$ cat src/hw/rtl/htb_pkg.sv
// ---------------------------------------------------------------------------
// htb_pkg
// shared widths, datapath operation codes and the command/status structs of
// the huffman tree builder
// ---------------------------------------------------------------------------
package htb_pkg;

    localparam int SYM_W   = 8;
    localparam int ALPHA   = 256;
    localparam int POS_W   = 8;
    localparam int SIZE_W  = POS_W + 1;
    localparam int NODE_W  = 9;
    localparam int KID_W   = 2 * NODE_W;
    localparam int CNT_W   = 32;
    localparam int WGT_W   = 40;
    localparam int OUT_W   = 64;
    localparam int OSH_W   = $clog2(OUT_W);
    localparam int BC_W    = OSH_W + 1;
    localparam int LEAF_W  = SYM_W + 1;
    localparam int PUTN_W  = $clog2(LEAF_W);

    typedef enum logic [4:0] {
        OP_IDLE,
        OP_CLEAR,
        OP_COUNT,
        OP_PREP,
        OP_SCAN_PREP,
        OP_INIT,
        OP_SCAN,
        OP_COMPACT,
        OP_APPEND,
        OP_ROOT_RD,
        OP_ROOT_PUSH,
        OP_POP_RD,
        OP_POP_WAIT,
        OP_LEAF_LOAD,
        OP_LEAF_PUT,
        OP_INNER_LOAD,
        OP_ZERO_PUT,
        OP_PUSH_R,
        OP_PUSH_L,
        OP_FLUSH
    } op_t;

    typedef struct packed {
        op_t  op;
        logic take;
    } cmd_t;

    typedef struct packed {
        logic idx_last;
        logic accept_last;
        logic fsz_zero;
        logic fsz_gt1;
        logic pass_done;
        logic sp_zero;
        logic is_leaf;
        logic put_ok;
        logic put_last;
        logic flush_ok;
    } sts_t;

endpackage

$ cat src/hw/rtl/htb_ctrl.sv
// ---------------------------------------------------------------------------
// htb_ctrl
// sequencer: clear, count, leaf load, merge loop, preorder walk and flush
// ---------------------------------------------------------------------------
module htb_ctrl (
    input  logic          clk,
    input  logic          rst_n,
    input  htb_pkg::sts_t st,
    output htb_pkg::cmd_t cmd
);

    typedef enum logic [21:0] {
        ST_CLEAR      = 22'h000001,
        ST_COUNT      = 22'h000002,
        ST_LASTWAIT   = 22'h000004,
        ST_INIT_PREP  = 22'h000008,
        ST_INIT       = 22'h000010,
        ST_CHK        = 22'h000020,
        ST_SCAN_PREP  = 22'h000040,
        ST_SCAN       = 22'h000080,
        ST_CMP_PREP   = 22'h000100,
        ST_COMPACT    = 22'h000200,
        ST_APPEND     = 22'h000400,
        ST_ROOT_RD    = 22'h000800,
        ST_ROOT_PUSH  = 22'h001000,
        ST_POP_RD     = 22'h002000,
        ST_POP_WAIT   = 22'h004000,
        ST_LEAF_LOAD  = 22'h008000,
        ST_LEAF_PUT   = 22'h010000,
        ST_INNER_LOAD = 22'h020000,
        ST_ZERO_PUT   = 22'h040000,
        ST_PUSH_R     = 22'h080000,
        ST_PUSH_L     = 22'h100000,
        ST_FLUSH      = 22'h200000
    } state_t;

    state_t state_reg;
    state_t state_next;

    always_ff @(posedge clk or negedge rst_n)
    begin
        if (!rst_n)
        begin
            state_reg <= ST_CLEAR;
        end
        else
        begin
            state_reg <= state_next;
        end
    end

    always_comb
    begin
        state_next = state_reg;
        cmd.op     = htb_pkg::OP_IDLE;
        cmd.take   = 1'b0;
        case (state_reg)
            ST_CLEAR:
            begin
                cmd.op = htb_pkg::OP_CLEAR;
                if (st.idx_last)
                begin
                    state_next = ST_COUNT;
                end
            end
            ST_COUNT:
            begin
                cmd.op   = htb_pkg::OP_COUNT;
                cmd.take = 1'b1;
                if (st.accept_last)
                begin
                    state_next = ST_LASTWAIT;
                end
            end
            ST_LASTWAIT:
            begin
                state_next = ST_INIT_PREP;
            end
            ST_INIT_PREP:
            begin
                cmd.op = htb_pkg::OP_PREP;
                if (st.fsz_zero)
                begin
                    state_next = ST_COUNT;
                end
                else
                begin
                    state_next = ST_INIT;
                end
            end
            ST_INIT:
            begin
                cmd.op = htb_pkg::OP_INIT;
                if (st.pass_done)
                begin
                    state_next = ST_CHK;
                end
            end
            ST_CHK:
            begin
                if (st.fsz_gt1)
                begin
                    state_next = ST_SCAN_PREP;
                end
                else
                begin
                    state_next = ST_ROOT_RD;
                end
            end
            ST_SCAN_PREP:
            begin
                cmd.op     = htb_pkg::OP_SCAN_PREP;
                state_next = ST_SCAN;
            end
            ST_SCAN:
            begin
                cmd.op = htb_pkg::OP_SCAN;
                if (st.pass_done)
                begin
                    state_next = ST_CMP_PREP;
                end
            end
            ST_CMP_PREP:
            begin
                cmd.op     = htb_pkg::OP_PREP;
                state_next = ST_COMPACT;
            end
            ST_COMPACT:
            begin
                cmd.op = htb_pkg::OP_COMPACT;
                if (st.pass_done)
                begin
                    state_next = ST_APPEND;
                end
            end
            ST_APPEND:
            begin
                cmd.op     = htb_pkg::OP_APPEND;
                state_next = ST_CHK;
            end
            ST_ROOT_RD:
            begin
                cmd.op     = htb_pkg::OP_ROOT_RD;
                state_next = ST_ROOT_PUSH;
            end
            ST_ROOT_PUSH:
            begin
                cmd.op     = htb_pkg::OP_ROOT_PUSH;
                state_next = ST_POP_RD;
            end
            ST_POP_RD:
            begin
                cmd.op = htb_pkg::OP_POP_RD;
                if (st.sp_zero)
                begin
                    state_next = ST_FLUSH;
                end
                else
                begin
                    state_next = ST_POP_WAIT;
                end
            end
            ST_POP_WAIT:
            begin
                cmd.op = htb_pkg::OP_POP_WAIT;
                if (st.is_leaf)
                begin
                    state_next = ST_LEAF_LOAD;
                end
                else
                begin
                    state_next = ST_INNER_LOAD;
                end
            end
            ST_LEAF_LOAD:
            begin
                cmd.op     = htb_pkg::OP_LEAF_LOAD;
                state_next = ST_LEAF_PUT;
            end
            ST_LEAF_PUT:
            begin
                cmd.op = htb_pkg::OP_LEAF_PUT;
                if (st.put_ok && st.put_last)
                begin
                    state_next = ST_POP_RD;
                end
            end
            ST_INNER_LOAD:
            begin
                cmd.op     = htb_pkg::OP_INNER_LOAD;
                state_next = ST_ZERO_PUT;
            end
            ST_ZERO_PUT:
            begin
                cmd.op = htb_pkg::OP_ZERO_PUT;
                if (st.put_ok)
                begin
                    state_next = ST_PUSH_R;
                end
            end
            ST_PUSH_R:
            begin
                cmd.op     = htb_pkg::OP_PUSH_R;
                state_next = ST_PUSH_L;
            end
            ST_PUSH_L:
            begin
                cmd.op     = htb_pkg::OP_PUSH_L;
                state_next = ST_POP_RD;
            end
            ST_FLUSH:
            begin
                cmd.op = htb_pkg::OP_FLUSH;
                if (st.flush_ok)
                begin
                    state_next = ST_COUNT;
                end
            end
            default:
            begin
                state_next = ST_CLEAR;
            end
        endcase
    end

endmodule

$ cat config.mk
export PLATFORM = sky130hd
export DESIGN_NAME = htb_ctrl
export DESIGN_NICKNAME = d
export VERILOG_FILES = /design/src/hw/rtl/htb_pkg.sv /design/src/hw/rtl/htb_ctrl.sv
export SDC_FILE = /design/constraint.sdc
export NUM_CORES = 1
export LEC_CHECK = 0
export ABC_AREA = 1
export BUFFER_PORTS_ARGS = -buffer_cell sky130_fd_sc_hd__clkbuf_2
export CORE_MARGIN = 2
export CORE_UTILIZATION = 40
export DETAILED_ROUTE_END_ITERATION = 10
export PLACE_DENSITY = 0.56
export SYNTH_ARGS = -nofsm -noshare
export SYNTH_HDL_FRONTEND = slang
export SYNTH_SLANG_ARGS = --single-unit
export TNS_END_PERCENT = 5
$ cat constraint.sdc
create_clock -name clk -period 2.8 [get_ports clk]
set_input_delay 0.56 -clock clk [delete_from_list [all_inputs] [get_ports clk]]
set_output_delay 0.56 -clock clk [all_outputs]
set_load 0.02 [all_outputs]
* Word level (Yosys, flattened, before mapping)
Index checks and enable logic that the tools add are counted.
W data, S select, Z words.
** Storage, ports and cells
- Input port bits :: 12
- Flip-flop bits (word level) :: 22
- Logic and storage cells :: 50
** Operators by class
- Equal/unequal tests :: 30
- Multiplexer cells :: 15
- Reductions and logical operators :: 4
** Operators with widths (number)
- $pmux W22 S21 :: 1
- $mux W22 :: 9
- $pmux W5 S19 :: 1
- $eq A22 B1 Y1 const B :: 1
- $eq A22 B10 Y1 const B :: 1
- $eq A22 B11 Y1 const B :: 1
- $eq A22 B12 Y1 const B :: 1
- $eq A22 B13 Y1 const B :: 1
- $eq A22 B14 Y1 const B :: 1
- $eq A22 B15 Y1 const B :: 1
- $eq A22 B16 Y1 const B :: 1
- $eq A22 B17 Y1 const B :: 1
- $eq A22 B18 Y1 const B :: 1
- $eq A22 B19 Y1 const B :: 1
- $eq A22 B2 Y1 const B :: 1
- $eq A22 B20 Y1 const B :: 1
- $eq A22 B21 Y1 const B :: 1
- $eq A22 B22 Y1 const B :: 1
- $eq A22 B3 Y1 const B :: 1
- $eq A22 B4 Y1 const B :: 1
- $eq A22 B5 Y1 const B :: 1
- $eq A22 B6 Y1 const B :: 1
- $eq A22 B7 Y1 const B :: 1
- $eq A22 B8 Y1 const B :: 1
- other kinds (9) :: 17

* Longest topological paths before layout
Gate-level depths: netlist of run 1.
- Word-level depth :: 3
- Depth in mapped cells :: 13
- Mapped depth without buffers :: 13

* Worst setup path before layout of run 1
Ideal clock, no wire load.
- Path kind :: register to output
- Start :: register state_reg[0]
- End :: output cmd[1] in the netlist's numbering
- Arrival :: 1498 ps
- Cell stages (with the launch flop) :: 9
- Setup slack :: 742 ps
- Buffers on the path :: 1
- Data required time :: 2240 ps
- Path through :: dfstp_2 nor2_4 nand2_4 nor2_8 buf_6 nand3_2 inv_1 nor4_1 nand4_1
** RTL lines
- start: declaration :: line htb_ctrl.sv:37 : state_t state_reg;
- start signal: assignment :: line htb_ctrl.sv:48 : state_reg <= state_next;
- end: declaration :: line htb_ctrl.sv:9 : output htb_pkg::cmd_t cmd

==> summary.md, run 1 <==
| Metric | Value |
|---|---|
| Run status | finished, final reports clean |
| Post-CTS setup repair buffer count | 0 |
| Slowest CP cell | dfstp_2 |
| Syn. warnings | 0 |
| Max VDD drop | 0.519 mV |
| Clock Skews | 0.00173 ns |
| Worst EP required | 2.24 ns |
| Total CTS buffers | 3 |
| Synthesized area | 1640 um^2 |
| Post-route DRC violation count | 0 |
| Normalized max-slew margin | 62.2% |
| DP Worst Slack | 0.549 ns |
| Max reg flops | 22 |
| Post-synth EDFFs | 0 |
| Final hold slack | 0.260 ns |
| Num rows | 23 |
| Least-Margin Pin Slew | 0.566 ns |
| Drt wl/cell | 12.7 um |
| Yosys reg bits | 22 |
| ANT cells | 0 |
| Clock sink count | 22 |
| Resize count post-CTS | 0 |
| I/O pin cnt | 18 |
| Final Hold Vio Count | 0 |
| FILL cells | 431 |
| Core outline area | 3970 um^2 |
| Crit-path cells | nor2_4 -> nand2_4 -> nor2_8 -> nand3_1 -> nand2_1 -> nor4_1 -> nand4_1 -> clkbuf_2 |
| Clk_lat worst skew | 0.27 ns |
| Max-cap violations | 0 |
| Crit-path max cell delay | 0.59 ns |
| Main synth FF type | dfrtp_1 |
| CP arrival | 2.04 ns |
| H-tree levels | 1 |
| FMAX | 385 MHz |
| TritonRoute pass-1 iters | 4 |
| HP Class | in2async |
| Seq/Total Area, Yosys | 33.7% |
| Top-count cell post-synth | nor2_1 |
| Register area | 552 um^2 |
| Post-Syn Area per Cell | 7.22 um^2 |
| Synth unique cells | 29 |
| Antenna Violating Nets Remaining | 0 |
| Antenna violations before repair | 0 |
| Nets | 258 |
| Final setup TNS | 0 ns |
| Final Util | 45.5% |
| Die area | 4620 um^2 |
| Worst setup EP type | output pin |
| Routed wire length | 3760 um |
| CTS tree | yes |
| Pleak | 1.04 nW |
| Area leader, netlist | dfrtp_1 |
| Final cycle utilization of the critical path | 92.7% |
| Max Slew Vio Count | 0 |
| Starting density of the core | 41.2% |
| Area Overhead vs Synth | 10.3% |
| Vias in the first global route | 1,405 |
| Reg clk slew, reported paths | 0.08 ns |
| Routability cong. | 0.906 |
| FFs w/ async S/R, synth | 100% |
| Syn_nets | 239 |
| Crit start category | flop |
| Multi-input gate area | 907 um^2 |
| Crit Path Max Fanout | 18 |
| Top cells by count, synth | nor2_1, nand2_1, inv_1, nand3_1, dfrtp_1 |
| Post-route minimum period | 2.60 ns |
| Final setup viols | 0 |
| Buffers on Ports | 17 |
| GRT Overall Usage | 18.6% |
| CTS root buf | clkbuf_8 |
| RSZ-0062 raised after global routing | false |
| GRT Residual Overflow | 0 |
| CTS Buffer Depth | 2 |
| Vias per cell | 4.95 |
| Share of the synthesized area in the top cell type | 32.1% |
| Synth area leaders | dfrtp_1, nor2_1, nand3_1 |
| Layout cells sized above 1 | 24.9% |
| Final WS setup | 0.204 ns |
| CP Class | reg2out |
| Hold buffers post-CTS | 0 |
| HPWL after DPL | 2990 um |
| 1st-iter DRT viols | 106 |
| Cells after synthesis | 227 |
| First-pass GRT wire length | 6270 um |
| Die Y-Extent | 68.0 um |
| Via Count | 1,460 |
| Width of the die | 68.0 um |
| Pwr/cell area | 586 nW/um^2 |
| Largest net degree at the start of global routing | 23 |
-- cell usage in the layout, fill, tap and decap left out, drive strengths merged, types with 4 or more instances in the layout --
cell | synthesis | final
nand4 | 8 | 8
dfrtp | 21 | 21
nor2 | 61 | 61
inv | 38 | 38
a21oi | 4 | 4
nand3 | 36 | 36
nand2 | 43 | 43
clkbuf | 0 | 21
-- report_power, final --
part           switching, mW  internal [mW]  total [mW]
clock                  0.112          0.126       0.238
sequential            0.0206          0.342       0.363
combinational          0.321          0.138       0.459
total                  0.453          0.606        1.06
-- area by class of cell --
cell class / instances / share of cell area [%]
multi-input cells: 164 / 50.2
flip-flops and latches: 22 / 30.5
inverters: 38 / 8.03
repair buffers: 17 / 4.71
well taps: 50 / 3.46
clock buffers: 4 / 3.05
-- worst max-delay path, delay by kind of cell (launching register included) --
| family | cells | cell delay, ns |
|---|---|---|
| buffers and inverters | 1 | 0.19 |
| DFF | 1 | 0.59 |
| and+or+nand+nor | 7 | 0.98 |
-- routing by layer --
| metal | routed length [um] | vias up | part of all wire [%] | global-route usage [%] |
|---|---|---|---|---|
| met5 | 0 | - | 0 | 0 |
| met4 | 83 | 0 | 2.2 | 9.00 |
| met3 | 133 | 7 | 3.5 | 3.13 |
| met2 | 1710 | 25 | 46 | 29.1 |
| met1 | 1830 | 672 | 49 | 24.6 |
| li1 | - | 756 | - | - |
-- cell families (layout without fill, tap and decap cells) --
logic type | Yosys count | count (layout) | synth area share (%)
DFF | 22 | 22 | 33.7
and+or+nand+nor | 155 | 155 | 52.2
AOI/OAI and AO/OA | 9 | 9 | 3.21
buffers and inverters | 41 | 59 | 10.9
-- stage by stage --
stage	total power, mW	cell area, um^2	instances
floorplan	0.737	1640	227
global placement	0.827	1750	291
detailed placement	0.825	1750	291
CTS	1.07	1810	295
global route	1.13	1810	295
finish	1.06	1810	295
-- worst paths after layout --
path	from	endpoint	slack [ns]	cells after the start
min in group clk	st[6]	state_reg[11]$_DFFE_PN0P_	0.44	2
hold / removal	rst_n	state_reg[13]$_DFFE_PN0P_	0.26	1
max in group asynchronous	rst_n	state_reg[0]$_DFFE_PN1P_	2.16	1
setup reg to reg	state_reg[7]$_DFFE_PN0P_	state_reg[10]$_DFFE_PN0P_	0.91	11
hold reg to reg	state_reg[9]$_DFFE_PN0P_	state_reg[9]$_DFFE_PN0P_	0.59	2
setup / recovery	state_reg[0]$_DFFE_PN1P_	cmd[1]	0.20	8
No activity file was read; power rests on OpenSTA's default activity.
==> run 2: changes to the inputs <==
--- a/config.mk
+++ b/config.mk
@@ -11,6 +11,7 @@
 export CORE_UTILIZATION = 40
 export DETAILED_ROUTE_END_ITERATION = 10
 export PLACE_DENSITY = 0.56
+export RECOVER_POWER = 100
 export SYNTH_ARGS = -nofsm -noshare
 export SYNTH_HDL_FRONTEND = slang
 export SYNTH_SLANG_ARGS = --single-unit
==> summary.md, run 2 (same netlist as run 1, synthesis figures left out) <==
| Metric | Value |
|---|---|
| Run status | finished, final reports clean |
| Max VDD drop | 0.514 mV |
| Most frequent cells in the layout | nor2_1, nand2_1, inv_1 |
| Post-route DRC violation count | 0 |
| Die Y-Extent | 68.0 um |
| Resize count post-CTS | 0 |
| Max Slew Vio Count | 0 |
| Nets | 258 |
| Die area | 4620 um^2 |
| Layout cells sized above 1 | 22.0% |
| Pwr/cell area | 574 nW/um^2 |
| Starting density of the core | 41.2% |
| Critical Path Start | state_reg[0]$_DFFE_PN1P_ |
| Hold path startpoint | st[6] |
| Least-Margin Pin Slew | 1.21 ns |
| H-tree levels | 1 |
| Crit-path cells | nor2_4 -> nand2_4 -> nor2_8 -> nand3_1 -> nand2_1 -> nor4_1 -> nand4_1 -> clkbuf_2 |
| Launching point of the worst reg2reg path | state_reg[10]$_DFFE_PN0P_ |
| 1st-iter DRT viols | 78 |
| FILL cells | 437 |
| CTS tree | yes |
| Clock sink count | 22 |
| Final Util | 44.8% |
| RSZ-0062 raised after global routing | false |
| Antenna violations before repair | 0 |
| Width of the die | 68.0 um |
| Post-CTS setup repair buffer count | 0 |
| Buffers on Ports | 17 |
| Max-cap violations | 0 |
| Crit start category | flop |
| Vias in the first global route | 1,405 |
| Crit-path max cell delay | 0.59 ns |
| FMAX | 387 MHz |
| Reg clk slew, reported paths | 0.08 ns |
| CP Class | reg2out |
| Total CTS buffers | 3 |
| CTS root buf | clkbuf_8 |
| Final cycle utilization of the critical path | 92.2% |
| GRT Residual Overflow | 0 |
| First-pass GRT wire length | 6270 um |
| Final setup TNS | 0 ns |
| Crit Path Max Fanout | 18 |
| Most common cell after layout, fill and taps aside | nor2_1 |
| Drt wl/cell | 12.8 um |
| TritonRoute pass-1 iters | 4 |
| Worst path bufs/invs | 1 |
| Area Overhead vs Synth | 8.56% |
| Crit-path leading delay family | simple AND/OR/NAND/NOR gates |
| Antenna Violating Nets Remaining | 0 |
| HPWL after DPL | 2990 um |
| Clk_lat worst skew | 0.27 ns |
| Via Count | 1,475 |
| Pleak | 1.02 nW |
| Final Hold Vio Count | 0 |
| Routability cong. | 0.906 |
| Final setup viols | 0 |
| Worst setup EP type | output pin |
| Slowest CP cell | dfstp_2 |
| Clock Skews | 0.00208 ns |
| Worst EP required | 2.24 ns |
| Num rows | 23 |
| I/O pin cnt | 18 |
| Largest net degree at the start of global routing | 23 |
| HP Class | in2reg |
| Routed wire length | 3760 um |
| CTS Buffer Depth | 2 |
| GRT Overall Usage | 18.6% |
| Hold buffers post-CTS | 0 |
| Normalized max-slew margin | 19.2% |
| Vias per cell | 5.00 |
| ANT cells | 0 |
| Max reg flops | 22 |
| Core outline area | 3970 um^2 |
| CP arrival | 2.02 ns |
| Post-route minimum period | 2.58 ns |
==> run 2: per-layer routing <==
layer	track usage, %	share of wire, %
met5	0	0
met4	9.00	2.2
met3	3.13	4.5
met2	29.1	46
met1	24.6	48
==> run 2: worst paths after layout <==
| kind | to | slack (ns) | depth (start not counted) |
|---|---|---|---|
| setup / recovery | cmd[1] | 0.22 | 8 |
| hold / removal | state_reg[11]$_DFFE_PN0P_ | 0.44 | 2 |
| setup reg to reg | state_reg[10]$_DFFE_PN0P_ | 0.51 | 10 |
| hold reg to reg | state_reg[0]$_DFFE_PN1P_ | 0.57 | 2 |
| max in group asynchronous | state_reg[12]$_DFFE_PN0P_ | 1.57 | 1 |
| min in group asynchronous | state_reg[13]$_DFFE_PN0P_ | 0.51 | 1 |
==> run 2: where the power goes <==
group / switching, mW / internal (mW) / total, mW
clock: 0.112 / 0.126 / 0.238
combinational: 0.298 / 0.122 / 0.420
sequential: 0.0206 / 0.342 / 0.363
total: 0.430 / 0.590 / 1.02
==> run 2: through the flow <==
stage	setup WS, ns	std cells	total power [mW]	hold WS (ns)	area (um^2)
detailed placement	0.549	291	0.825	0.583	1750
global route	0.0770	295	1.09	0.440	1780
global placement	0.529	291	0.827	0.572	1750
floorplan	0.742	227	0.737	0.264	1640
finish	0.219	295	1.02	0.443	1780
CTS	0.241	295	1.07	0.284	1810
==> run 2: layout make-up <==
| cell class | count | area (um^2) | share of cell area, % |
|---|---|---|---|
| Inverter | 38 | 144 | 8.09 |
| Tap cell | 50 | 62.6 | 3.52 |
| Timing Repair Buffer | 17 | 81.3 | 4.57 |
| Multi-Input combinational cell | 164 | 883 | 49.7 |
| Clock buffer | 4 | 55.1 | 3.10 |
| Sequential cell | 22 | 552 | 31.0 |
==> run 2: worst register-to-register path, cell delays in order (launching register included) <==
cell and delay, ns:
dfrtp_1 0.41, nor2_2 0.17, nand2_2 0.12, nor2_8 0.23, nand4_1 0.25, nand3_1 0.15
nand2_1 0.07, nand2_1 0.14, clkinvlp_2 0.25, nand2_1 0.33, nor2_2 0.06
==> run 3: changes to the inputs <==
--- a/config.mk
+++ b/config.mk
@@ -5,7 +5,7 @@
 export SDC_FILE = /design/constraint.sdc
 export NUM_CORES = 1
 export LEC_CHECK = 0
-export ABC_AREA = 1
+export ABC_AREA = 0
 export BUFFER_PORTS_ARGS = -buffer_cell sky130_fd_sc_hd__clkbuf_2
 export CORE_MARGIN = 2
 export CORE_UTILIZATION = 40
==> summary.md, run 3 <==
| Metric | Value |
|---|---|
| Run status | complete, but fails checks |
| Failing checks | setup timing |
| Clock Skews | 0.00217 ns |
| Antenna Violating Nets Remaining | 0 |
| Synth area leaders | dfrtp_1, nor4_1, nor2_1 |
| HP Class | in2reg |
| Starting density of the core | 42.1% |
| Main synth FF type | dfrtp_1 |
| Most common cell after layout, fill and taps aside | buf_4 |
| Top cells by count, synth | dfrtp_1, nor2_1, nor4_1, nand2_1, nor3_1 |
| Seq/Total Area, Yosys | 35.6% |
| Least-Margin Pin Slew | 1.22 ns |
| FMAX | 335 MHz |
| GRT Residual Overflow | 0 |
| Max reg flops | 22 |
| Yosys reg bits | 22 |
| Multi-input gate area | 998 um^2 |
| Area Overhead vs Synth | 34.3% |
| Crit-path max cell delay | 0.51 ns |
| Final Cell Area | 2080 um^2 |
| Worst EP required | 2.24 ns |
| Cells after synthesis | 168 |
| Post-route DRC violation count | 0 |
| Antenna violations before repair | 0 |
| Total CTS buffers | 3 |
| Final Hold Vio Count | 0 |
| Pwr/cell area | 609 nW/um^2 |
| FILL cells | 349 |
| Busiest grt layer | met2 |
| H-tree levels | 1 |
| Max Slew Vio Count | 0 |
| Buffers on Ports | 17 |
| HPWL after DPL | 3190 um |
| Most frequent cells in the layout | buf_4, dfrtp_1, nor2_1 |
| Final setup viols | 4 |
| Met2 usage | 33.5% |
| Core outline area | 3690 um^2 |
| Share of the synthesized area in the top cell type | 33.9% |
| Crit-path cells | nor4_2 -> buf_4 -> nand2_1 -> or3_4 -> or4b_4 -> nand4b_1 -> clkbuf_8 |
| Met1 usage | 31.6% |
| First-pass GRT wire length | 7200 um |
| Vias in the first global route | 1,439 |
| CTS tree | yes |
| Reg clk slew, reported paths | 0.08 ns |
| 1st-iter DRT viols | 142 |
| Routed wire length | 4300 um |
| Met3 usage | 2.39% |
| TritonRoute pass-1 iters | 4 |
| ANT cells | 0 |
| Max VDD drop | 0.345 mV |
| Via Count | 1,525 |
| CTS root buf | clkbuf_8 |
| Nets | 232 |
| Clk_lat worst skew | 0.27 ns |
| Crit start category | flop |
| Synthesized area | 1550 um^2 |
| Normalized max-slew margin | 18.3% |
| Register area | 552 um^2 |
| Post-Syn Area per Cell | 9.24 um^2 |
| Synth unique cells | 49 |
| Final WS setup | -0.184 ns |
| Worst setup EP type | output pin |
| Crit Path Max Fanout | 5 |
| Num rows | 22 |
| Slowest CP cell | or4b_4 |
| Max-cap violations | 0 |
| Pleak | 0.957 nW |
| Layout cells sized above 1 | 42.0% |
| CP Class | reg2out |
| Final cycle utilization of the critical path | 107% |
| FFs w/ async S/R, synth | 100% |
| Vias per cell | 5.71 |
| Die Y-Extent | 66.3 um |
| Clock sink count | 22 |
| I/O pin cnt | 18 |
| Top-count cell post-synth | dfrtp_1 |
| Area leader, netlist | dfrtp_1 |
| Width of the die | 66.3 um |
| GRT Overall Usage | 21.5% |
| Post-route minimum period | 2.98 ns |
| Area after DPL | 1850 um^2 |
| Final setup TNS | -0.581 ns |
| Largest net degree at the start of global routing | 23 |
| CP arrival | 2.42 ns |
| CTS Buffer Depth | 2 |
| Routability cong. | 0.946 |
| Syn. warnings | 0 |
| Drt wl/cell | 16.1 um |
| Die area | 4390 um^2 |
| RSZ-0062 raised after global routing | true |
| Post-synth EDFFs | 0 |
| Syn_nets | 180 |
## run 3: final cells by class
cell class	count	share of cell area (%)
well taps	48	2.88
multi-input cells	134	47.9
flip-flops and latches	22	26.5
clock buffers	4	2.64
inverters	4	0.721
repair buffers	55	19.3
## run 3: worst paths after layout
path,start,end,slack (ns),cells past startpoint
worst max-delay path,state_reg[0]$_DFFE_PN1P_,cmd[2],-0.18,7
worst min-delay path,st[4],state_reg[14]$_DFFE_PN0P_,0.45,2
worst max register to register,state_reg[18]$_DFFE_PN0P_,state_reg[0]$_DFFE_PN1P_,0.32,8
worst min register to register,state_reg[2]$_DFFE_PN0P_,state_reg[3]$_DFFE_PN0P_,0.62,2
max in group asynchronous,rst_n,state_reg[12]$_DFFE_PN0P_,1.55,1
min in group asynchronous,rst_n,state_reg[17]$_DFFE_PN0P_,0.53,1
## run 3: cell families (layout without fill, tap and decap cells)
logic type                Yosys count  after routing  share of synthesized area, %
AOI/OAI and AO/OA                  22             22                          9.68
xor gates and xnor gates            7              7                          3.95
buffers and inverters              12             63                          3.87
DFF                                22             22                          35.6
muxes                               1              1                         0.726
and+or+nand+nor                   104            104                          46.2
## run 3: worst max-delay path: cells and delay by family, from the launching register on
family,cells,cell delay [ns]
and+or+nand+nor,5,1.41
DFF,1,0.39
buffers and inverters,2,0.35
## run 3: routing by layer
| metal | vias to the layer above | routed length (um) |
|---|---|---|
| met2 | 29 | 1960 |
| li1 | 749 | - |
| met5 | - | 0 |
| met1 | 740 | 2110 |
| met4 | 0 | 49 |
| met3 | 7 | 178 |
## run 3: metrics by stage
stage               setup slack [ns]  power [mW]  hold slack [ns]  utilization, %  cells
finish                        -0.184        1.27            0.449            56.5    267
global route                  -0.290        1.34            0.464            56.5    267
CTS                           -0.176        1.25            0.292            56.2    267
detailed placement           -0.0248       0.942            0.577            50.3    252
global placement            -0.00662       0.939            0.575            50.3    252
floorplan                      0.124       0.725            0.264               -    168
## run 3: power breakdown
group          switching [mW]  total, mW  leakage [nW]  internal, mW
clock network           0.111      0.237        0.0288         0.126
registers              0.0238      0.371         0.302         0.347
logic                   0.347      0.661         0.626         0.314
## run 3: repair_timing
action                     in CTS  in global routing
hold buffers                    0                  0
resized for setup              20                  4
cloned                          0                  0
setup buffers                  11                  0
pin swaps                      10                  1
setup endpoints to repair       4                  4
